<file path="src/hw/rtl/mwf_pkg.sv">
package mwf_pkg;

  localparam int unsigned PIX_W      = 8;
  localparam int unsigned ROW_W      = 12;
  localparam int unsigned COL_W      = 10;
  localparam int unsigned WID_W      = 11;
  localparam int unsigned HGT_W      = 13;
  localparam int unsigned CFG_W      = 13;
  localparam int unsigned WIN        = 3;
  localparam int unsigned WIN_N      = WIN * WIN;
  localparam int unsigned MAX_HEIGHT = 4096;
  localparam int unsigned MIN_SIZE   = 3;
  localparam int unsigned Q_DEPTH    = 4;
  localparam int unsigned Q_PTR_W    = $clog2(Q_DEPTH);
  localparam int unsigned Q_CNT_W    = $clog2(Q_DEPTH + 1);

  localparam logic [WID_W-1:0] WIDTH_RST  = WID_W'(640);
  localparam logic [HGT_W-1:0] HEIGHT_RST = HGT_W'(480);

  typedef enum logic [0:0] {
    CFG_WIDTH  = 1'b0,
    CFG_HEIGHT = 1'b1
  } cfg_idx_e;

  typedef logic [PIX_W-1:0] pix_t;
  typedef logic [WIN_N-1:0][PIX_W-1:0] win_t;

  typedef struct packed {
    win_t             win;
    logic [ROW_W-1:0] row;
    logic [COL_W-1:0] col;
    logic             last;
  } entry_t;

  typedef struct packed {
    pix_t lo;
    pix_t mid;
    pix_t hi;
  } tri_t;

  function automatic pix_t min2(pix_t a, pix_t b);
    return (a < b) ? a : b;
  endfunction

  function automatic pix_t max2(pix_t a, pix_t b);
    return (a < b) ? b : a;
  endfunction

  function automatic pix_t min3(pix_t a, pix_t b, pix_t c);
    return min2(min2(a, b), c);
  endfunction

  function automatic pix_t max3(pix_t a, pix_t b, pix_t c);
    return max2(max2(a, b), c);
  endfunction

  function automatic pix_t med3(pix_t a, pix_t b, pix_t c);
    return max2(min2(a, b), min2(max2(a, b), c));
  endfunction

  function automatic tri_t sort3(pix_t a, pix_t b, pix_t c);
    tri_t t;
    t.lo  = min3(a, b, c);
    t.mid = med3(a, b, c);
    t.hi  = max3(a, b, c);
    return t;
  endfunction

endpackage

</file>
<file path="src/hw/rtl/mwf_queue.sv">
module mwf_queue (
  input  logic                        clk_i,
  input  logic                        rst_ni,
  input  logic                        push_i,
  input  mwf_pkg::entry_t             entry_i,
  input  logic                        pop_i,
  output logic                        valid_o,
  output mwf_pkg::entry_t             head_o,
  output logic [mwf_pkg::Q_CNT_W-1:0] count_o
);

  mwf_pkg::entry_t              slots_q [mwf_pkg::Q_DEPTH];
  logic [mwf_pkg::Q_PTR_W-1:0]  wr_ptr_q, rd_ptr_q;
  logic [mwf_pkg::Q_CNT_W-1:0]  count_q;
  logic                         do_pop;

  assign valid_o = count_q != '0;
  assign head_o  = slots_q[rd_ptr_q];
  assign count_o = count_q;
  assign do_pop  = pop_i && valid_o;

  // the front never pushes into a full queue, it holds back on credits
  always_ff @(posedge clk_i or negedge rst_ni) begin
    if (!rst_ni) begin
      wr_ptr_q <= '0;
      rd_ptr_q <= '0;
      count_q  <= '0;
    end else begin
      if (push_i) begin
        wr_ptr_q <= wr_ptr_q + 1'b1;
      end
      if (do_pop) begin
        rd_ptr_q <= rd_ptr_q + 1'b1;
      end
      if (push_i && !do_pop) begin
        count_q <= count_q + 1'b1;
      end else if (!push_i && do_pop) begin
        count_q <= count_q - 1'b1;
      end
    end
  end

  always_ff @(posedge clk_i) begin
    if (push_i) begin
      slots_q[wr_ptr_q] <= entry_i;
    end
  end

endmodule

</file>
<file path="config.mk">
export PLATFORM = sky130hd
export DESIGN_NAME = mwf_queue
export DESIGN_NICKNAME = d
export VERILOG_FILES = /design/src/hw/rtl/mwf_pkg.sv /design/src/hw/rtl/mwf_queue.sv
export SDC_FILE = /design/constraint.sdc
export NUM_CORES = 1
export LEC_CHECK = 0
export BUFFER_PORTS_ARGS = -buffer_cell sky130_fd_sc_hd__buf_2
export CELL_PAD_IN_SITES_DETAIL_PLACEMENT = 0
export CELL_PAD_IN_SITES_GLOBAL_PLACEMENT = 1
export CORE_MARGIN = 1.5
export CORE_UTILIZATION = 54
export CTS_BUF_LIST = sky130_fd_sc_hd__clkbuf_8 sky130_fd_sc_hd__clkbuf_16
export DETAILED_ROUTE_END_ITERATION = 12
export PLACE_DENSITY = 0.8
export SETUP_SLACK_MARGIN = 0.4
export SYNTH_ARGS = -nofsm -noshare
export SYNTH_HDL_FRONTEND = slang
export SYNTH_SLANG_ARGS = --single-unit
</file>
<file path="constraint.sdc">
create_clock -name clk_i -period 5.05 [get_ports clk_i]
set_input_delay 0.2525 -clock clk_i [delete_from_list [all_inputs] [get_ports clk_i]]
set_output_delay 0.2525 -clock clk_i [all_outputs]
set_load 0.005 [all_outputs]
</file>
==> After elaboration in Yosys (flattened, before gate mapping) <==
Memories as Yosys holds them, arrays and structs flattened.
Index checks and enable logic that the tools add are counted.
{ "op_classes": {"n_bitwise": 0, "multipliers": 0, "div_mod_pow": 0, "reduce_logical": 7, "n_shift": 0, "muxes": 4, "eq_ne": 0, "n_lt_le_gt_ge": 0, "n_addsub": 4} }
{ "op_table": {"columns": ["operator", "n"], "rows": [
  ["3-bit two-way mux", 2],
  ["2-bit by 1-bit adder with 2-bit output, second input constant", 2],
  ["3-bit by 1-bit adder with 3-bit output, second input constant", 1],
  ["1-bit logical AND", 3],
  ["3-bit nonzero test", 1],
  ["3-bit by 1-bit subtractor with 3-bit output, second input constant", 1],
  ["1-bit zero test", 2],
  ["1-bit two-way mux", 2],
  ["2-bit nonzero test", 1]
]} }
{ "word_totals": {"latchBits": 0, "romBits": 0, "ramBits": 380, "ff_bits": 7, "wordCells": 19, "in_bits": 99, "output_inout_bits": 99, "mem_count": 1} }
{ "mem_list": {"columns": ["memory", "depth", "word_bits", "read_ports", "rd_ports_with_merged_regs", "wr", "line_no", "text"], "rows": [
  ["slots_q", 4, 95, 1, 0, 1, "mwf_queue.sv:12", "mwf_pkg::entry_t slots_q [mwf_pkg::Q_DEPTH];"]
]} }

==> Depth between registers and ports, before layout <==
{ "logic_depth": {"depth_word": 5, "ltp_mapped": 8} }

==> Worst setup path before layout <==
No wires, ideal clock.
{ "synth_timing": {"kind": "register -> register", "from": "reg wr_ptr_q[0] in the netlist's numbering", "to": "mem slots_q[0][0] in the netlist's numbering (enable)", "period_less_slack_ps": 3284, "t_arrival_ps": 2820, "setup_time_ps": 464, "path_stages_with_launch": 4, "path_buffers": 0, "path_slack_ps": 1766, "t_required_ps": 4586, "path_cell_list": "dfrtp_1 -> inv_1 -> ha_1 -> and2_1"} }
{ "synth_rtl": {"columns": ["item", "line_no", "text"], "rows": [
  ["start, declared", "mwf_queue.sv:13", "logic [mwf_pkg::Q_PTR_W-1:0] wr_ptr_q, rd_ptr_q;"],
  ["start signal, assigned", "mwf_queue.sv:30", "wr_ptr_q <= wr_ptr_q + 1'b1;"],
  ["end, declared", "mwf_queue.sv:12", null]
]} }
No word-level cell before the write port.

==> out/qor.csv <==
metric,value,unit
initial_utilization,55.5,%
finalSetupViolCount,0,
firstDrtPassIters,4,
top_level_ports,198,
cpPeakStageDelay,1.02,ns
cts_resized,0,
syn_avg_cell_area,26.6,µm²
cts_buffer_depth,3,
hp-class,in -> reg,
final_common_cell,edfxtp_1,
syn-num-nets,635,
worstMarginPinSlew,1.04,ns
cts_root_buffer,clkbuf_16,
dpl_cell_area,0.0154,mm²
ant_nets,0,
netlist-cell-type-count,21,
p_int,6.98,mW
p_seq_share,47.9,%
core-area,0.0254,mm²
die_y,165,µm
htree_levels,2,
multi_input_area,0.00235,mm²
dp_hpwl,14700,µm
dieArea,0.0271,mm²
criticalPathCategory,reg -> out,
numCtsBuffers,40,
area_growth,24.3,%
p_sw,2.54,mW
swShare,26.7,%
final_nets,956,
dr.first_iter.drc_count,518,
final_cell_mix,"edfxtp_1 (380), buf_2 (197), dlygate4sd3_1 (96), mux4_2 (95), clkbuf_16 (42)",
relSlewSlack,30.7,%
slew_violations,0,
fillerInstances,1584,
grtUsageTotal,19.8,%
max_freq,0.326,GHz
clock_power_share,26.9,%
ys_seq_area_share,82.2,%
synth_area,0.0141,mm²
cts_tree,built,
cp_max_fo,44,
grt_pass1_vias,7062,
cts_sinks,387,
fin_area,0.0175,mm²
finalHoldViolations,0,
globalplace.congestion,0.739,
post_cts_buffers,0,
gr-total-overflow,0,
crit_path_start_kind,flop,
grt_pass1_wl,39500,µm
drv_cap,0,
vias,6567,
regArea,0.0116,mm²
setup_ws,1.98,ns
tns,0,ns
skew,0.00991,ns
final_core_util,69.0,%
dieWidth,165,µm
clk_latency,0.51,ns
synth_top_area_cell,edfxtp_1,
cts.clk_slew.worst_paths,0.06,ns
ys_ff_latch,387,
crit_slowest_cell,dfrtp_4,
synth_top_cell_area_share,81.0,%
preCtsSetupSlack,2.43,ns
syn_inst,530,
path_cells,buf_4 > mux4_2 > buf_2,
synth_area_leaders,"edfxtp_1 (81%), mux4_2 (15%), dfrtp_1 (1.2%)",
critPathBufInv,2,
wl_per_cell,21.7,µm
required,4.80,ns
status,completed,
arrival,2.82,ns
fin_crit,3.07,ns
ir_drop,0.435,mV
drcViolationCount,0,
wirelength,26100,µm
rows,58,
grt_antenna_before_repair,0,
vias_per_cell,5.47,
power_frac_comb,25.1,%
fin_crit_sh,60.7,%
antenna_cells,0,
port_buffers,197,
yosysWarnings,0,
p_per_area,543,mW/mm²
crit_family,flip-flops,
grt_max_degree,67,
rsz0062_at_grt,false,
cts_hold_buf,96,
power_leakage,6.10,nW
worst_setup_path_end_kind,output port,
drive_above_1_share,40.8,%
[synthesized netlist by cell type]
| master | instances |
|---|---|
| clkbuf_1 | 4 |
| mux2_2 | 1 |
| o21ai_0 | 1 |
| buf_2 | 12 |
| inv_1 | 3 |
| nand3_1 | 1 |
| nand2_1 | 2 |
| edfxtp_1 | 380 |
| dfrtp_1 | 7 |
| or3_1 | 1 |
| xor2_1 | 3 |
| and2_1 | 4 |
| buf_12 | 1 |
| buf_6 | 2 |
| mux4_2 | 95 |
| nor2_1 | 1 |
| ha_1 | 5 |
| buf_8 | 2 |
| xnor2_1 | 3 |
| fa_1 | 1 |
| buf_4 | 1 |
[final cells by class]
class | count | share of cell area [%]
flip-flops and latches | 387 | 66.2
multi-input cells | 118 | 13.4
repair buffers | 301 | 11.5
clock buffers | 43 | 6.08
well taps | 330 | 2.36
clock inverters | 18 | 0.443
inverters | 3 | 0.0643
[layer usage]
metal / track usage [%] / vias up / part of all wire, %
li1: - / 2922 / -
met1: 26.8 / 3381 / 41
met2: 32.3 / 225 / 50
met3: 5.17 / 39 / 7.1
met4: 5.73 / 0 / 1.8
met5: 0 / - / 0
[flip-flops by register name, summed over array words and instances, names as in the netlist]
signal / flops
slots_q: 380
count_o: 3
wr_ptr_q: 2
rd_ptr_q: 2
[path summary, 6_finish.rpt]
check | startpoint | end | slack, ns | cells past startpoint
worst max-delay path | rd_ptr_q[0] | head_o[27] | 1.98 | 3
worst min-delay path | push_i | wr_ptr_q[0] | 0.04 | 2
worst max register to register | wr_ptr_q[0] | slots_q[0][60] | 2.57 | 4
worst min register to register | count_o[2] | count_o[2] | 0.53 | 1
max in group asynchronous | rst_ni | rd_ptr_q[0] | 4.74 | 2
min in group asynchronous | rst_ni | count_o[2] | 0.13 | 2
[per-stage QoR]
stage	hold slack [ns]	power (mW)	instances
floorplan	-0.0431	6.06	530
global placement	0.0880	6.93	1043
detailed placement	0.0952	7.01	1043
CTS	0.0196	9.65	1200
global route	0.0419	9.98	1200
finish	0.0404	9.52	1200
[cells by family after synthesis]
group / count (synthesis) / share of synthesized area, %
AO/OA/AOI/OAI: 1 / 0.0355
XOR/XNOR: 6 / 0.373
adder cells (fa/ha/maj): 6 / 0.586
buffers and inverters: 25 / 1.18
flip-flops: 387 / 82.2
multiplexers: 96 / 15.3
AND/OR/NAND/NOR: 9 / 0.337
[power groups by stage]
| stage | Sequential, mW | Clock [mW] | Combinational, mW |
|---|---|---|---|
| floorplan | 4.41 | 0 | 1.65 |
| global placement | 4.59 | 0 | 2.33 |
| detailed placement | 4.64 | 0 | 2.37 |
| CTS | 4.58 | 2.62 | 2.45 |
| global route | 4.64 | 2.74 | 2.61 |
| finish | 4.56 | 2.56 | 2.39 |
(Power assumes the default switching activity.)
