--- src/hw/rtl/mwf_pkg.sv ---
package mwf_pkg;

  localparam int unsigned PIX_W      = 8;
  localparam int unsigned ROW_W      = 12;
  localparam int unsigned COL_W      = 10;
  localparam int unsigned WID_W      = 11;
  localparam int unsigned HGT_W      = 13;
  localparam int unsigned CFG_W      = 13;
  localparam int unsigned WIN        = 3;
  localparam int unsigned WIN_N      = WIN * WIN;
  localparam int unsigned MAX_HEIGHT = 4096;
  localparam int unsigned MIN_SIZE   = 3;
  localparam int unsigned Q_DEPTH    = 4;
  localparam int unsigned Q_PTR_W    = $clog2(Q_DEPTH);
  localparam int unsigned Q_CNT_W    = $clog2(Q_DEPTH + 1);

  localparam logic [WID_W-1:0] WIDTH_RST  = WID_W'(640);
  localparam logic [HGT_W-1:0] HEIGHT_RST = HGT_W'(480);

  typedef enum logic [0:0] {
    CFG_WIDTH  = 1'b0,
    CFG_HEIGHT = 1'b1
  } cfg_idx_e;

  typedef logic [PIX_W-1:0] pix_t;
  typedef logic [WIN_N-1:0][PIX_W-1:0] win_t;

  typedef struct packed {
    win_t             win;
    logic [ROW_W-1:0] row;
    logic [COL_W-1:0] col;
    logic             last;
  } entry_t;

  typedef struct packed {
    pix_t lo;
    pix_t mid;
    pix_t hi;
  } tri_t;

  function automatic pix_t min2(pix_t a, pix_t b);
    return (a < b) ? a : b;
  endfunction

  function automatic pix_t max2(pix_t a, pix_t b);
    return (a < b) ? b : a;
  endfunction

  function automatic pix_t min3(pix_t a, pix_t b, pix_t c);
    return min2(min2(a, b), c);
  endfunction

  function automatic pix_t max3(pix_t a, pix_t b, pix_t c);
    return max2(max2(a, b), c);
  endfunction

  function automatic pix_t med3(pix_t a, pix_t b, pix_t c);
    return max2(min2(a, b), min2(max2(a, b), c));
  endfunction

  function automatic tri_t sort3(pix_t a, pix_t b, pix_t c);
    tri_t t;
    t.lo  = min3(a, b, c);
    t.mid = med3(a, b, c);
    t.hi  = max3(a, b, c);
    return t;
  endfunction

endpackage

--- src/hw/rtl/mwf_intf.sv ---


interface mwf_res_if;
  logic                       valid;
  logic                       ready;
  logic [mwf_pkg::ROW_W-1:0]  out_row;
  logic [mwf_pkg::COL_W-1:0]  out_col;
  logic [mwf_pkg::PIX_W-1:0]  median_value;
  logic                       frame_last;

  modport source (output valid, out_row, out_col, median_value, frame_last, input ready);
  modport sink   (input valid, out_row, out_col, median_value, frame_last, output ready);
endinterface

--- src/hw/rtl/mwf_median.sv ---
module mwf_median (
  input  logic            clk_i,
  input  logic            rst_ni,
  input  logic            valid_i,
  input  mwf_pkg::entry_t entry_i,
  output logic            ready_o,
  mwf_res_if.source       res_if
);

  typedef struct packed {
    logic [mwf_pkg::ROW_W-1:0] row;
    logic [mwf_pkg::COL_W-1:0] col;
    logic                      last;
  } tag_t;

  logic s1_v_q, s2_v_q, s3_v_q;
  logic s1_rdy, s2_rdy, s3_rdy;

  mwf_pkg::tri_t [mwf_pkg::WIN-1:0] s1_rows_q;
  tag_t                             s1_tag_q, s2_tag_q, s3_tag_q;
  mwf_pkg::pix_t                    s2_lo_q, s2_mid_q, s2_hi_q;
  mwf_pkg::pix_t                    s3_med_q;

  assign s3_rdy  = !s3_v_q || res_if.ready;
  assign s2_rdy  = !s2_v_q || s3_rdy;
  assign s1_rdy  = !s1_v_q || s2_rdy;
  assign ready_o = s1_rdy;

  always_ff @(posedge clk_i or negedge rst_ni) begin
    if (!rst_ni) begin
      s1_v_q <= 1'b0;
      s2_v_q <= 1'b0;
      s3_v_q <= 1'b0;
    end else begin
      if (s1_rdy) begin
        s1_v_q <= valid_i;
      end
      if (s2_rdy) begin
        s2_v_q <= s1_v_q;
      end
      if (s3_rdy) begin
        s3_v_q <= s2_v_q;
      end
    end
  end

  // rows sorted, then max of lows, median of mids, min of highs, median of those
  always_ff @(posedge clk_i) begin
    if (s1_rdy && valid_i) begin
      for (int r = 0; r < mwf_pkg::WIN; r++) begin
        s1_rows_q[r] <= mwf_pkg::sort3(entry_i.win[r*mwf_pkg::WIN],
                                       entry_i.win[r*mwf_pkg::WIN + 1],
                                       entry_i.win[r*mwf_pkg::WIN + 2]);
      end
      s1_tag_q <= '{row: entry_i.row, col: entry_i.col, last: entry_i.last};
    end
    if (s2_rdy && s1_v_q) begin
      s2_lo_q  <= mwf_pkg::max3(s1_rows_q[0].lo, s1_rows_q[1].lo, s1_rows_q[2].lo);
      s2_mid_q <= mwf_pkg::med3(s1_rows_q[0].mid, s1_rows_q[1].mid, s1_rows_q[2].mid);
      s2_hi_q  <= mwf_pkg::min3(s1_rows_q[0].hi, s1_rows_q[1].hi, s1_rows_q[2].hi);
      s2_tag_q <= s1_tag_q;
    end
    if (s3_rdy && s2_v_q) begin
      s3_med_q <= mwf_pkg::med3(s2_lo_q, s2_mid_q, s2_hi_q);
      s3_tag_q <= s2_tag_q;
    end
  end

  assign res_if.valid        = s3_v_q;
  assign res_if.out_row      = s3_tag_q.row;
  assign res_if.out_col      = s3_tag_q.col;
  assign res_if.median_value = s3_med_q;
  assign res_if.frame_last   = s3_tag_q.last;

endmodule

--- src/flat_wrapper.sv ---
// flat-port wrapper written by rule: the top's interface ports become plain ports
module mwf_median_flat 
  (clk_i, rst_ni, valid_i, entry_i, ready_o, res_if_valid, res_if_out_row, res_if_out_col, res_if_median_value, res_if_frame_last, res_if_ready);
  mwf_res_if res_if_i ();
  input  logic clk_i;
  input  logic rst_ni;
  input  logic valid_i;
  input  mwf_pkg::entry_t entry_i;
  output logic ready_o;
  output wire logic [$bits(res_if_i.valid)-1:0] res_if_valid;
  output wire logic [$bits(res_if_i.out_row)-1:0] res_if_out_row;
  output wire logic [$bits(res_if_i.out_col)-1:0] res_if_out_col;
  output wire logic [$bits(res_if_i.median_value)-1:0] res_if_median_value;
  output wire logic [$bits(res_if_i.frame_last)-1:0] res_if_frame_last;
  input wire logic [$bits(res_if_i.ready)-1:0] res_if_ready;
  assign res_if_valid = res_if_i.valid;
  assign res_if_out_row = res_if_i.out_row;
  assign res_if_out_col = res_if_i.out_col;
  assign res_if_median_value = res_if_i.median_value;
  assign res_if_frame_last = res_if_i.frame_last;
  assign res_if_i.ready = res_if_ready;
  mwf_median u_core (.clk_i(clk_i), .rst_ni(rst_ni), .valid_i(valid_i), .entry_i(entry_i), .ready_o(ready_o), .res_if(res_if_i));
endmodule
--- config.mk ---
export PLATFORM = sky130hd
export DESIGN_NAME = mwf_median_flat
export DESIGN_NICKNAME = d
export VERILOG_FILES = /design/src/hw/rtl/mwf_pkg.sv /design/src/hw/rtl/mwf_intf.sv /design/src/hw/rtl/mwf_median.sv /design/src/flat_wrapper.sv
export SDC_FILE = /design/constraint.sdc
export NUM_CORES = 1
export LEC_CHECK = 0
export ABC_CLOCK_PERIOD_IN_PS = 14100
export BUFFER_PORTS_ARGS = -buffer_cell sky130_fd_sc_hd__buf_4
export CORE_ASPECT_RATIO = 0.7
export CORE_MARGIN = 3
export CORE_UTILIZATION = 58
export DETAILED_ROUTE_END_ITERATION = 7
export PLACE_DENSITY = 0.79
export SLEW_MARGIN = 20
export SYNTH_ARGS = -nofsm -noshare
export SYNTH_HDL_FRONTEND = slang
export SYNTH_SLANG_ARGS = --single-unit
export TNS_END_PERCENT = 100
--- constraint.sdc ---
create_clock -name clk_i -period 14.1 [get_ports clk_i]
set_input_delay 2.115 -clock clk_i [delete_from_list [all_inputs] [get_ports clk_i]]
set_output_delay 2.115 -clock clk_i [all_outputs]
set_load 0.05 [all_outputs]
Word-level counts from Yosys, hierarchy flattened
Index checks and enable logic that the tools add are counted.
W data, S select, Z words.

word-level totals
  register bits = 176
  input port bits = 99
  logic and storage cells = 86

cells by class
  magnitude comparators = 22
  muxes and demuxes = 30
  reductions and logical operators = 9

operators by type and width
  cell                 count
  $mux W8              30
  $lt A8 B8 Y1         22
  $logic_and A1 B1 Y1  3
  $logic_not A1 Y1     3
  $logic_or A1 B1 Y1   3

Logic depth before layout (Yosys ltp)
Gate-level depths: netlist of the first run.

  word-level depth = 6
  depth in mapped cells = 26
  mapped depth without buffers = 23

Worst setup path before layout of the first run
No wires, ideal clock.

  path kind = input to register
  start = input entry_i[37] (netlist name)
  end = register u_core.s1_rows_q[8] (netlist name) (data pin)
  library setup time = 0.260 ns
  arrival time = 6.986 ns
  required time = 13.840 ns
  setup slack = 6.854 ns
  cell stages on the path = 25
  path through = inv_1 ha_1 a21o_1 a21oi_1 nand2_1 a31o_2 buf_6 clkbuf_1 o21ai_0 ha_1 a21o_1 a21o_1 a21oi_1 a21boi_0 a41o_1 buf_1 mux2i_1 ha_1 nand4_1 nor2_1 o21ai_0 nand3b_1 nor3_1 a21oi_2 mux2_2

between the ends
  longest elaborated chain between the ends = 6

RTL lines
  what                           RTL line                      source
  start, declared                flat_wrapper.sv:8             input mwf_pkg::entry_t entry_i;
  $lt A8 B8 Y1                   mwf_pkg.sv:42, mwf_pkg.sv:46
  $mux W8                        mwf_pkg.sv:46                 return (a < b) ? b : a;
  $lt A8 B8 Y1                   mwf_pkg.sv:42                 return (a < b) ? a : b;
  $mux W8                        mwf_pkg.sv:42
  $lt A8 B8 Y1                   mwf_pkg.sv:46
  $mux W8 *                      mwf_pkg.sv:46
  end signal, assigned by index  mwf_median.sv:51              s1_rows_q[r] <= mwf_pkg::sort3(entry_i.win[r*mwf_pkg::WIN],
  end, declared                  mwf_median.sv:19              mwf_pkg::tri_t [mwf_pkg::WIN-1:0] s1_rows_q;

Every way passes the cells marked *; elsewhere a longest branch is shown, timed or not.
A chain may end at the register's enable or synchronous reset.

Worst setup path after layout of the first run
  start = input entry_i[29] (netlist name)
  end = register u_core.s1_rows_q[8] (netlist name) (data pin)

Same word-level chain as after synthesis.

==> results of run 1 <==
cell type report:
type                            count  area share
Sequential cell                   176       0.375
Multi-Input combinational cell    786       0.451
Clock buffer                       18      0.0305
Tap cell                          270      0.0240
Timing Repair Buffer              135      0.0721
Clock inverter                     14      0.0118
Inverter                          132      0.0353
worst reg2reg max path, cell delays in order, from the launching register on:
cell       delay (ps)
edfxtp_1          410
inv_1              90
ha_1              240
a21oi_1           170
o21ai_0           160
a21oi_4           560
mux2_2            430
ha_1              310
o21ai_0           100
a2111oi_0         760
o22a_1            560
mux2i_1           370
ha_1              310
a21oi_1           180
o221ai_1          160
or3_1             350
nor3_1            210
a32oi_1           260
clkbuf_4          270
or4b_2            610
o41ai_1            80
nor2_1             80
state kept, by name, indices dropped and copies added (netlist names):
| register | flops |
|---|---|
| u_core.res_if.frame_last | 1 |
| u_core.s1_v_q | 1 |
| u_core.s2_v_q | 1 |
| u_core.res_if.out_col | 10 |
| u_core.res_if.valid | 1 |
| u_core.s1_tag_q | 23 |
| u_core.s2_hi_q | 8 |
| u_core.res_if.out_row | 12 |
| u_core.s1_rows_q | 72 |
| u_core.s2_lo_q | 8 |
| u_core.s2_tag_q | 23 |
| u_core.res_if.median_value | 8 |
| u_core.s2_mid_q | 8 |
kinds of logic (layout without fill, tap and decap cells):
logic type | after synthesis | count (layout) | share of synthesized area
AOI/OAI and AO/OA | 258 | 258 | 0.146
adders and majority gates | 154 | 154 | 0.158
buffers and inverters | 156 | 299 | 0.0514
DFF | 176 | 176 | 0.431
muxes | 146 | 146 | 0.126
and+or+nand+nor | 228 | 228 | 0.0879
placed cells by master (no fill, tap or decap), types with 3 or more instances in the layout:
master | synthesis | layout
a2111oi_0 | 7 | 7
a211o_1 | 4 | 4
a211oi_1 | 13 | 13
a21o_1 | 27 | 27
a21oi_1 | 44 | 44
a21oi_2 | 4 | 3
a311oi_1 | 8 | 8
a31oi_1 | 3 | 3
buf_4 | 0 | 134
clkbuf_16 | 0 | 17
dfrtp_1 | 3 | 3
edfxtp_1 | 173 | 173
ha_1 | 154 | 154
inv_1 | 132 | 132
inv_6 | 0 | 6
inv_8 | 0 | 3
mux2_2 | 57 | 57
mux2i_1 | 88 | 88
nand2_1 | 89 | 89
nand2b_1 | 17 | 17
nand3_1 | 5 | 5
nand3b_1 | 3 | 3
nand4_1 | 15 | 15
nor2_1 | 50 | 50
nor2b_1 | 13 | 13
nor3_1 | 15 | 15
nor4_1 | 3 | 3
o211ai_1 | 6 | 6
o21a_1 | 8 | 8
o21ai_0 | 99 | 99
or3_1 | 3 | 3
report_power, final:
part	switching [W]	total, W	leakage (nW)	internal, W
combinational	0.000819	0.00137	4.29	0.000553
sequential	0.0000654	0.000809	1.71	0.000743
clock	0.000208	0.000475	0.288	0.000268
metrics by stage:
step	instance area (sq um)	total power (W)	cells	utilization	hold slack (ps)
2_1_floorplan	12200	0.00181	1118	-	400
5_1_grt	14100	0.00285	1531	0.695	411
3_5_place_dp	13400	0.00214	1498	0.664	405
3_3_place_gp	13400	0.00208	1498	0.664	400
4_1_cts	14000	0.00263	1530	0.694	412
6_report	14100	0.00266	1531	0.695	407
worst min-delay path by stage:
stage                     slack (ps)                  endpoint                 from  depth (start not counted)
after floorplan                  400  u_core.res_if.frame_last   u_core.s2_tag_q[0]                          0
after global placement           400  u_core.res_if.out_col[7]   u_core.s2_tag_q[8]                          0
after detailed placement         400        u_core.s2_tag_q[5]   u_core.s1_tag_q[5]                          0
after CTS                        410  u_core.res_if.out_row[1]  u_core.s2_tag_q[12]                          0
after global routing             410  u_core.res_if.out_row[3]  u_core.s2_tag_q[14]                          0
final                            410       u_core.s2_tag_q[21]  u_core.s1_tag_q[21]                          0
routing by layer:
metal / wire length, um / global-route usage
met4: 443 / 0.0632
met1: 13600 / 0.370
met3: 2070 / 0.0444
met5: 0 / 0
met2: 12300 / 0.382
==> impl_metrics.env, run 1 <==
export IMPL_crit_path_end_kind="register"
export IMPL_critPathArrivalTime_ps=7690
export IMPL_status="finished clean"
export IMPL_critical_path_slowest_cell="a41o_1"
export IMPL_post_cts_resized_instances=0
export IMPL_critPathBufInv=1
export IMPL_post_synth_top_count_cell="edfxtp_1"
export IMPL_first_pass_iters=5
export IMPL_min_period_over_period=0.533
export IMPL_detail_route_drc_violations=0
export IMPL_leftover_overflow_at_the_end_of_global_routing=0
export IMPL_diodes=0
export IMPL_max_stage_delay_ps=690
export IMPL_hp_class="reg -> reg"
export IMPL_synth_edff_count=173
export IMPL_setup_viol=0
export IMPL_crit_path_end="u_core.s1_rows_q[8]"
export IMPL_num_nets_final=1501
export IMPL_ys_flop_type="edfxtp_1"
export IMPL_overall_die_width_um=180
export IMPL_pwr_density_cell_nw_per_um2=189
export IMPL_cts_inserted_buffers=17
export IMPL_synth_cells=1118
export IMPL_die_area_sq_um=22900
export IMPL_area_growth_pct=14.9
export IMPL_drt_total_wl_mm=28.4
export IMPL_fp_coreArea_sq_um=20200
export IMPL_ff_latch_area_sq_um=5270
export IMPL_detail_route_antenna_nets=0
export IMPL_critical_path_startpoint_type="input port"
export IMPL_root_buffer="clkbuf_16"
export IMPL_critical_path_cell_chain="buf_4 > ha_1 > a21o_1 > a21oi_1 > nand2_1 > a31o_2 > o21ai_0 > ha_1 > a21o_1 > a21o_1 > a21oi_1 > a21boi_0 > a41o_1 > mux2i_1 > ha_1 > nand4_1 > nor2_1 > o21ai_0 > nand3b_1 > nor3_1 > a21oi_2 > mux2_2"
export IMPL_floorplan_rows=43
export IMPL_post_cts_hold_buffer_count=0
export IMPL_route_vias_total=9076
export IMPL_hpwl_mm=22.5
export IMPL_max_freq_ghz=0.133
export IMPL_multi_input_comb_area_sq_um=6340
export IMPL_reg2reg_setup_slack_ps=7200
export IMPL_synth_seq_cells=176
export IMPL_finalSetupTns_ps=0
export IMPL_post_route_min_period_ps=7510
export IMPL_cts_setup_buffers=0
export IMPL_cts_tree="done"
export IMPL_maxSlewViolCount=0
export IMPL_criticalPathCategory="in -> reg"
export IMPL_detail_route_wl_per_cell_um=18.6
export IMPL_max_slew_worst_pin_slew_ps=960
export IMPL_synth_top_cells_by_count="edfxtp_1 (173), ha_1 (154), inv_1 (132), o21ai_0 (99), nand2_1 (89)"
export IMPL_netlist_top_cells_area="edfxtp_1 (42%), ha_1 (16%), mux2i_1 (7.2%)"
export IMPL_worstSetupStartpoint="entry_i[29]"
export IMPL_crit_family="compound AO/OA/AOI/OAI gates"
export IMPL_worst_ir_drop_vdd_mv=0.132
export IMPL_die_height_um=127
export IMPL_grt_first_pass_wirelength_mm=45.3
export IMPL_synth_top_area_share=0.425
export IMPL_placement_setup_worst_slack_ps=6270
export IMPL_power_leakage_nw=6.28
export IMPL_cts_sink_count=176
export IMPL_reg2reg_depth=21
export IMPL_groute_usage_overall=0.249
export IMPL_critPathRequiredTime_ps=14280
export IMPL_port_buffers=131
export IMPL_pin_count=132
export IMPL_netlist_cell_type_count=67
export IMPL_htreeDepth=4
export IMPL_clk_transition_reported_paths_ps=70
export IMPL_fin_skew_ps=14.9
export IMPL_viasPerCell=5.93
export IMPL_critical_path_fanouts_max=23
export IMPL_drt_iter0_markers=832
export IMPL_hold_violations=0
export IMPL_gp_congestion=0.924
export IMPL_fillCellCount=1480
export IMPL_cap_viol_max_count=0
export IMPL_grt_setup_unrepaired="false"
export IMPL_crit_reg2reg_capture="u_core.res_if.median_value[0]"
export IMPL_worst_slew_margin_rel=0.356
export IMPL_postSynthAreaPerCell_sq_um=10.9
export IMPL_worstSkewPairLatency_ps=440
export IMPL_grt_antenna_before_repair=0
export IMPL_rr_startpoint="u_core.s2_mid_q[5]"
export IMPL_synth_top_area_cell="edfxtp_1"
export IMPL_yosys_warnings=0
export IMPL_pin_count_of_the_biggest_net_entering_global_routing=69
export IMPL_yosysSeqAreaShare=0.431
export IMPL_worst_path_stages=22
export IMPL_floorplan_initialDensity=0.604
export IMPL_via_count_of_the_first_global_routing_pass=8723
export IMPL_final_layout_size_suffix_gt1_frac=0.197
export IMPL_clock_path_buffers=2
export IMPL_post_synth_instance_area_sq_um=12200
export IMPL_synthesis_nets=1371
export IMPL_share_of_flip_flops_with_an_asynchronous_set_or_reset=0.0170
export IMPL_final_critical_path_setup_slack_ps=6590
Power figures use the tool's default switching activity.
==> run 2: changes to the inputs <==
Settings changed: ABC_AREA set to 1, ABC_CLOCK_PERIOD_IN_PS 14100 to 7850.
Clock period 14.1 ns to 7.85 ns, I/O delays scaled along.
==> run 2 against run 1 <==
Against the previous run:
- sequential power increased by 97%
- worst hold slack better by 5.8 ps
- sequential cell count did not move
- die area decreased by 1.0%
- design area decreased by 1.1%
- non-clock buffer count fell by 1
- sequential share of layout area up 0.41 points
- via count is 9.5% higher
- synthesized cell count up 28%
- clock skew is essentially flat
- largest power group unchanged
==> impl_metrics.env, run 2 <==
export IMPL_hpwl_mm=22.0
export IMPL_final_critical_path_setup_slack_ps=2260
export IMPL_synth_seq_cells=176
export IMPL_detail_route_wl_per_cell_um=15.5
export IMPL_post_synth_instance_area_sq_um=12100
export IMPL_cts_setup_buffers=0
export IMPL_groute_usage_overall=0.254
export IMPL_detail_route_antenna_nets=0
export IMPL_ys_flop_type="edfxtp_1"
export IMPL_status="finished clean"
export IMPL_floorplan_initialDensity=0.601
export IMPL_critical_path_slowest_cell="a211oi_2"
export IMPL_fp_coreArea_sq_um=20100
export IMPL_max_slew_worst_pin_slew_ps=1150
export IMPL_worst_slew_margin_rel=0.229
export IMPL_fillCellCount=1605
export IMPL_postSynthAreaPerCell_sq_um=8.48
export IMPL_cts_tree="done"
export IMPL_clock_path_buffers=2
export IMPL_grt_setup_unrepaired="false"
export IMPL_setup_viol=0
export IMPL_first_pass_iters=7
export IMPL_cap_viol_max_count=0
export IMPL_min_period_over_period=0.712
export IMPL_synth_top_cells_by_count="nand2_1 (393), inv_1 (213), edfxtp_1 (173), ha_1 (154), o21ai_0 (135)"
export IMPL_critPathRequiredTime_ps=8050
export IMPL_viasPerCell=5.43
export IMPL_post_cts_hold_buffer_count=0
export IMPL_detail_route_drc_violations=0
export IMPL_overall_die_width_um=179
export IMPL_finalSetupTns_ps=0
export IMPL_port_buffers=131
export IMPL_ff_latch_area_sq_um=5270
export IMPL_die_area_sq_um=22600
export IMPL_power_leakage_nw=6.80
export IMPL_post_cts_resized_instances=0
export IMPL_yosysSeqAreaShare=0.436
export IMPL_htreeDepth=4
export IMPL_critical_path_fanouts_max=31
export IMPL_largest_register_ffs=72
export IMPL_post_route_min_period_ps=5590
export IMPL_worst_ir_drop_vdd_mv=0.295
export IMPL_pin_count=132
export IMPL_share_of_flip_flops_with_an_asynchronous_set_or_reset=0.0170
export IMPL_synth_top_area_cell="edfxtp_1"
export IMPL_multi_input_comb_area_sq_um=5850
export IMPL_criticalPathCategory="in -> reg"
export IMPL_netlist_top_cells_area="edfxtp_1 (43%), ha_1 (16%), nand2_1 (12%)"
export IMPL_die_height_um=127
export IMPL_largest_register="u_core.s1_rows_q"
export IMPL_clk_transition_reported_paths_ps=80
export IMPL_final_common_cell="nand2_1"
export IMPL_placement_setup_worst_slack_ps=1850
export IMPL_critical_path_startpoint_type="input port"
export IMPL_hold_violations=0
export IMPL_crit_path_end_kind="register"
export IMPL_root_buffer="clkbuf_16"
export IMPL_critPathArrivalTime_ps=5800
export IMPL_grt_first_pass_wirelength_mm=45.3
export IMPL_post_synth_top_count_cell="nand2_1"
export IMPL_maxSlewViolCount=0
export IMPL_floorplan_rows=43
export IMPL_drt_iter0_markers=789
export IMPL_drt_total_wl_mm=28.4
export IMPL_critical_path_cell_chain="buf_4 > inv_1 > ha_1 > a21oi_1 > o21a_1 > nand2_2 > o21ai_0 > ha_1 > a21oi_1 > nor2_1 > a211oi_1 > nand2_1 > inv_1 > nand2_1 > o21ai_0 > inv_1 > ha_1 > a21oi_1 > nor2_1 > a211oi_2 > nand2_4 > nand2_1 > nand2_1"
export IMPL_diodes=0
export IMPL_max_stage_delay_ps=550
export IMPL_worstSkewPairLatency_ps=440
export IMPL_pwr_density_cell_nw_per_um2=416
export IMPL_synthesis_nets=1679
export IMPL_grt_antenna_before_repair=0
export IMPL_leftover_overflow_at_the_end_of_global_routing=0
export IMPL_fin_skew_ps=15.0
export IMPL_synth_edff_count=173
export IMPL_num_nets_final=1800
export IMPL_critPathMostFrequentCell="nand2_1"
export IMPL_final_cell_mix="nand2_1 (393), inv_1 (211), edfxtp_1 (173)"
export IMPL_synth_cells=1426
export IMPL_top_regs="u_core.s1_rows_q: 72 flops, u_core.s1_tag_q: 23 flops, u_core.s2_tag_q: 23 flops"
export IMPL_gp_congestion=0.944
export IMPL_final_layout_size_suffix_gt1_frac=0.140
export IMPL_cts_inserted_buffers=17
export IMPL_synth_top_area_share=0.430
export IMPL_pin_count_of_the_biggest_net_entering_global_routing=59
export IMPL_via_count_of_the_first_global_routing_pass=9216
export IMPL_area_growth_pct=14.9
export IMPL_route_vias_total=9936
export IMPL_yosys_warnings=0
export IMPL_netlist_cell_type_count=24
export IMPL_final_util=0.691
export IMPL_cts_sink_count=176
export IMPL_hp_class="reg -> reg"
export IMPL_max_freq_ghz=0.179
export IMPL_reg2reg_setup_slack_ps=2850
run 2: cell types whose count changed after synthesis, sizes merged, moves of 27 or more:
cell,previous run,this run
a21o,27,0
a21oi,48,93
inv,132,213
mux2,58,0
mux2i,88,0
nand2,89,426
nand3,5,69
nor2,50,77
o21ai,103,147
run 2: path summary, 6_finish.rpt:
| kind | startpoint | end | depth (start not counted) |
|---|---|---|---|
| worst max-delay path | entry_i[86] | u_core.s1_rows_q[63] | 23 |
| worst min-delay path | u_core.s1_tag_q[11] | u_core.s2_tag_q[11] | 0 |
| worst max register to register | u_core.s1_rows_q[13] | u_core.s2_mid_q[7] | 21 |
| worst min register to register | u_core.s1_tag_q[11] | u_core.s2_tag_q[11] | 0 |
| max in group asynchronous | rst_ni | u_core.res_if.valid | 1 |
| min in group asynchronous | rst_ni | u_core.s1_v_q | 1 |
run 2: final cells by class:
type                       instances  area share
tap                              270      0.0243
clock inverter                    15      0.0149
sequential                       176       0.379
inverter                         213      0.0576
timing repair buffer             134      0.0724
multi-input combinational       1005       0.421
clock buffer                      17      0.0306
run 2: critical path: cells and delay by family:
| family | cells | cell delay (ps) |
|---|---|---|
| AND/OR/NAND/NOR | 8 | 1300 |
| buffers and inverters | 4 | 460 |
| AO/OA/AOI/OAI | 8 | 1970 |
| adder cells (fa/ha/maj) | 3 | 860 |
run 2: per-stage QoR:
stage                     instance area (sq um)  power [W]  hold slack [ps]  instances
after floorplan                           12100    0.00410              400       1426
after global placement                    13300    0.00468              400       1798
after detailed placement                  13300    0.00484              405       1798
after CTS                                 13900    0.00574              413       1830
after global routing                      13900    0.00631              416       1830
final                                     13900    0.00579              413       1830
run 2: logic make-up after synthesis:
family                     synth area share
AOI/OAI and AO/OA                     0.122
DFF                                   0.436
and+or+nand+nor                       0.202
buffers and inverters                0.0806
adders and majority gates             0.159
run 2: report_power, final:
part	switching, W	internal [W]
registers	0.000128	0.00146
clock network	0.000431	0.000439
logic	0.00222	0.00111
run 2: metal layers:
| layer | track usage | share of wire | up-vias |
|---|---|---|---|
| met5 | 0 | 0 | - |
| met3 | 0.0619 | 0.087 | 31 |
| met2 | 0.376 | 0.44 | 366 |
| met1 | 0.376 | 0.46 | 4528 |
| li1 | - | - | 5011 |
| met4 | 0.0627 | 0.012 | 0 |
==> run 3: changes to the inputs <==
Settings changed: ABC_CLOCK_PERIOD_IN_PS 7850 to 5150.
Clock period 7.85 ns to 5.15 ns, I/O delays scaled along.
==> run 3 against run 2 <==
Against the previous run:
- first-iteration DRC count grew 41%
- routed wire length is 1.4% higher
- via count increased by 0.34%
- sequential share of layout area fell by 0.23 points
- critical path type is now reg -> reg
- combinational power up 60%
- die area is the same
- clock skew decreased by 7.5 ps
- critical endpoint is now u_core.s2_mid_q[5]
- non-clock buffer count up 10
==> impl_metrics.env, run 3 (synthesis results as in run 2) <==
export IMPL_crit_path_end_kind="register"
export IMPL_fp_coreArea_sq_um=20100
export IMPL_status="finished clean"
export IMPL_die_area_sq_um=22600
export IMPL_maxSlewViolCount=0
export IMPL_use_met2=0.386
export IMPL_worst_slew_margin_rel=0.495
export IMPL_grt_setup_unrepaired="false"
export IMPL_pin_count_of_the_biggest_net_entering_global_routing=58
export IMPL_critical_path_slowest_cell="edfxtp_1"
export IMPL_die_height_um=127
export IMPL_clk_transition_reported_paths_ps=80
export IMPL_grt_util_met1=0.394
export IMPL_drt_iter0_markers=1114
export IMPL_viasPerCell=5.42
export IMPL_diodes=0
export IMPL_via_count_of_the_first_global_routing_pass=9260
export IMPL_num_nets_final=1810
export IMPL_first_pass_iters=6
export IMPL_fin_skew_ps=7.49
export IMPL_critical_path_startpoint_type="register"
export IMPL_root_buffer="clkbuf_16"
export IMPL_htreeDepth=4
export IMPL_pwr_density_cell_nw_per_um2=650
export IMPL_worst_ir_drop_vdd_mv=0.475
export IMPL_criticalPathCategory="reg -> reg"
export IMPL_cts_inserted_buffers=17
export IMPL_critical_path_fanouts_max=31
export IMPL_floorplan_initialDensity=0.601
export IMPL_port_buffers=131
export IMPL_critPathRequiredTime_ps=5330
export IMPL_post_route_min_period_ps=4740
export IMPL_critPathBufInv=3
export IMPL_leftover_overflow_at_the_end_of_global_routing=0
export IMPL_floorplan_rows=43
export IMPL_crit_reg2reg_capture="u_core.s2_mid_q[5]"
export IMPL_final_common_cell="nand2_1"
export IMPL_worst_path_stages=23
export IMPL_cts_tree="done"
export IMPL_hp_class="in -> async"
export IMPL_max_stage_delay_ps=530
export IMPL_global_route_peak_usage_layer="met1"
export IMPL_critPathMostFrequentCell="nand2_1"
export IMPL_finalSetupTns_ps=0
export IMPL_route_vias_total=9970
export IMPL_largest_register_ffs=72
export IMPL_cts_sink_count=176
export IMPL_crit_path_end="u_core.s2_mid_q[5]"
export IMPL_cts_setup_buffers=0
export IMPL_final_cell_mix="nand2_1 (393), inv_1 (211), edfxtp_1 (173)"
export IMPL_crit_family="compound AO/OA/AOI/OAI gates"
export IMPL_worstSkewPairLatency_ps=440
export IMPL_grt_first_pass_wirelength_mm=46.0
export IMPL_ff_latch_area_sq_um=5270
export IMPL_final_util=0.695
export IMPL_worstSetupStartpoint="u_core.s1_rows_q[15]"
export IMPL_detail_route_drc_violations=0
export IMPL_largest_register="u_core.s1_rows_q"
export IMPL_rr_startpoint="u_core.s1_rows_q[15]"
export IMPL_reg2reg_depth=23
export IMPL_critical_path_cell_chain="ha_1 > nand2_1 > inv_1 > nor2_1 > o21a_1 > nand2_2 > o21ai_0 > ha_1 > nand2_1 > nor2_1 > a211oi_1 > nand2_2 > inv_1 > nand2_1 > o21ai_0 > inv_1 > ha_1 > a21oi_1 > nor2_1 > a211oi_2 > nand2_4 > nand2_1 > nand2_1"
export IMPL_detail_route_antenna_nets=0
export IMPL_pin_count=132
export IMPL_top_regs="u_core.s1_rows_q: 72 flops, u_core.s1_tag_q: 23 flops, u_core.s2_tag_q: 23 flops"
export IMPL_grt_antenna_before_repair=0
export IMPL_multi_input_comb_area_sq_um=5860
export IMPL_min_period_over_period=0.920
export IMPL_placement_setup_worst_slack_ps=174
export IMPL_max_freq_ghz=0.211
export IMPL_groute_usage_overall=0.257
export IMPL_area_growth_pct=15.6
export IMPL_fillCellCount=1592
export IMPL_power_leakage_nw=6.85
export IMPL_final_layout_size_suffix_gt1_frac=0.146
export IMPL_finish_cell_count_without_fillers=1840
export IMPL_final_critical_path_setup_slack_ps=412
export IMPL_cap_viol_max_count=0
export IMPL_clock_path_buffers=2
export IMPL_hpwl_mm=22.3
export IMPL_place_detailed_instances=1808
export IMPL_overall_die_width_um=179
export IMPL_max_slew_worst_pin_slew_ps=757
export IMPL_grt_util_met3=0.0479
export IMPL_total_power_w=0.00908
export IMPL_detail_route_wl_per_cell_um=15.6
export IMPL_setup_viol=0
export IMPL_drt_total_wl_mm=28.8
export IMPL_gp_congestion=0.929
export IMPL_hold_violations=0
export IMPL_critPathArrivalTime_ps=4920
export IMPL_reg2reg_setup_slack_ps=410
## run 3: worst min-delay path by stage
stage / depth (start not counted) / startpoint / slack [ps] / endpoint
final: 1 / rst_ni / 120 / u_core.s1_v_q
after global routing: 1 / rst_ni / 100 / u_core.s1_v_q
after CTS: 1 / rst_ni / 110 / u_core.s1_v_q
after detailed placement: 0 / u_core.s2_tag_q[1] / 400 / u_core.res_if.out_col[0]
after global placement: 0 / u_core.s2_tag_q[22] / 400 / u_core.res_if.out_row[11]
after floorplan: 0 / u_core.s2_tag_q[0] / 400 / u_core.res_if.frame_last
## run 3: worst register-to-register path, stage by stage, from the launching register on
cell and delay (ps):
edfxtp_1 530, ha_1 360, nand2_1 60, inv_1 30
nor2_1 80, o21a_1 190, nand2_2 310, o21ai_0 370
ha_1 300, nand2_1 80, nor2_1 50, a211oi_1 310
nand2_2 240, inv_1 120, nand2_1 50, o21ai_0 140
inv_1 90, ha_1 310, a21oi_1 150, nor2_1 60
a211oi_2 340, nand2_4 140, nand2_1 90, nand2_1 90
## run 3: timing repair
| action | in CTS | in global routing |
|---|---|---|
| endpoints found under the hold margin | 0 | 0 |
| resized for setup | 0 | 3 |
| endpoints found under the setup margin | 0 | 16 |
| hold buffers | 0 | 0 |
## run 3: stage by stage
| step | cell area [sq um] | hold WS (ps) |
|---|---|---|
| 2_1_floorplan | 12100 | 400 |
| 3_3_place_gp | 13300 | 400 |
| 3_5_place_dp | 13300 | 405 |
| 4_1_cts | 14000 | 107 |
| 5_1_grt | 14000 | 104 |
| 6_report | 14000 | 119 |
## run 3: final cells by class
type,count,area share
multi-input combinational,1005,0.419
sequential,176,0.377
timing repair buffer,144,0.0773
inverter,213,0.0573
clock buffer,17,0.0304
tap,270,0.0242
clock inverter,15,0.0147
## run 3: where the power goes
| group | switching [W] | internal [W] |
|---|---|---|
| registers | 0.000207 | 0.00223 |
| logic | 0.00351 | 0.00182 |
| clock network | 0.000649 | 0.000671 |
| total | 0.00437 | 0.00472 |
## run 3: metal layers
layer,wire length [um],vias to the layer above
met3,2610,33
met1,13400,4530
met5,0,-
met4,310,0
li1,-,5033
met2,12500,374
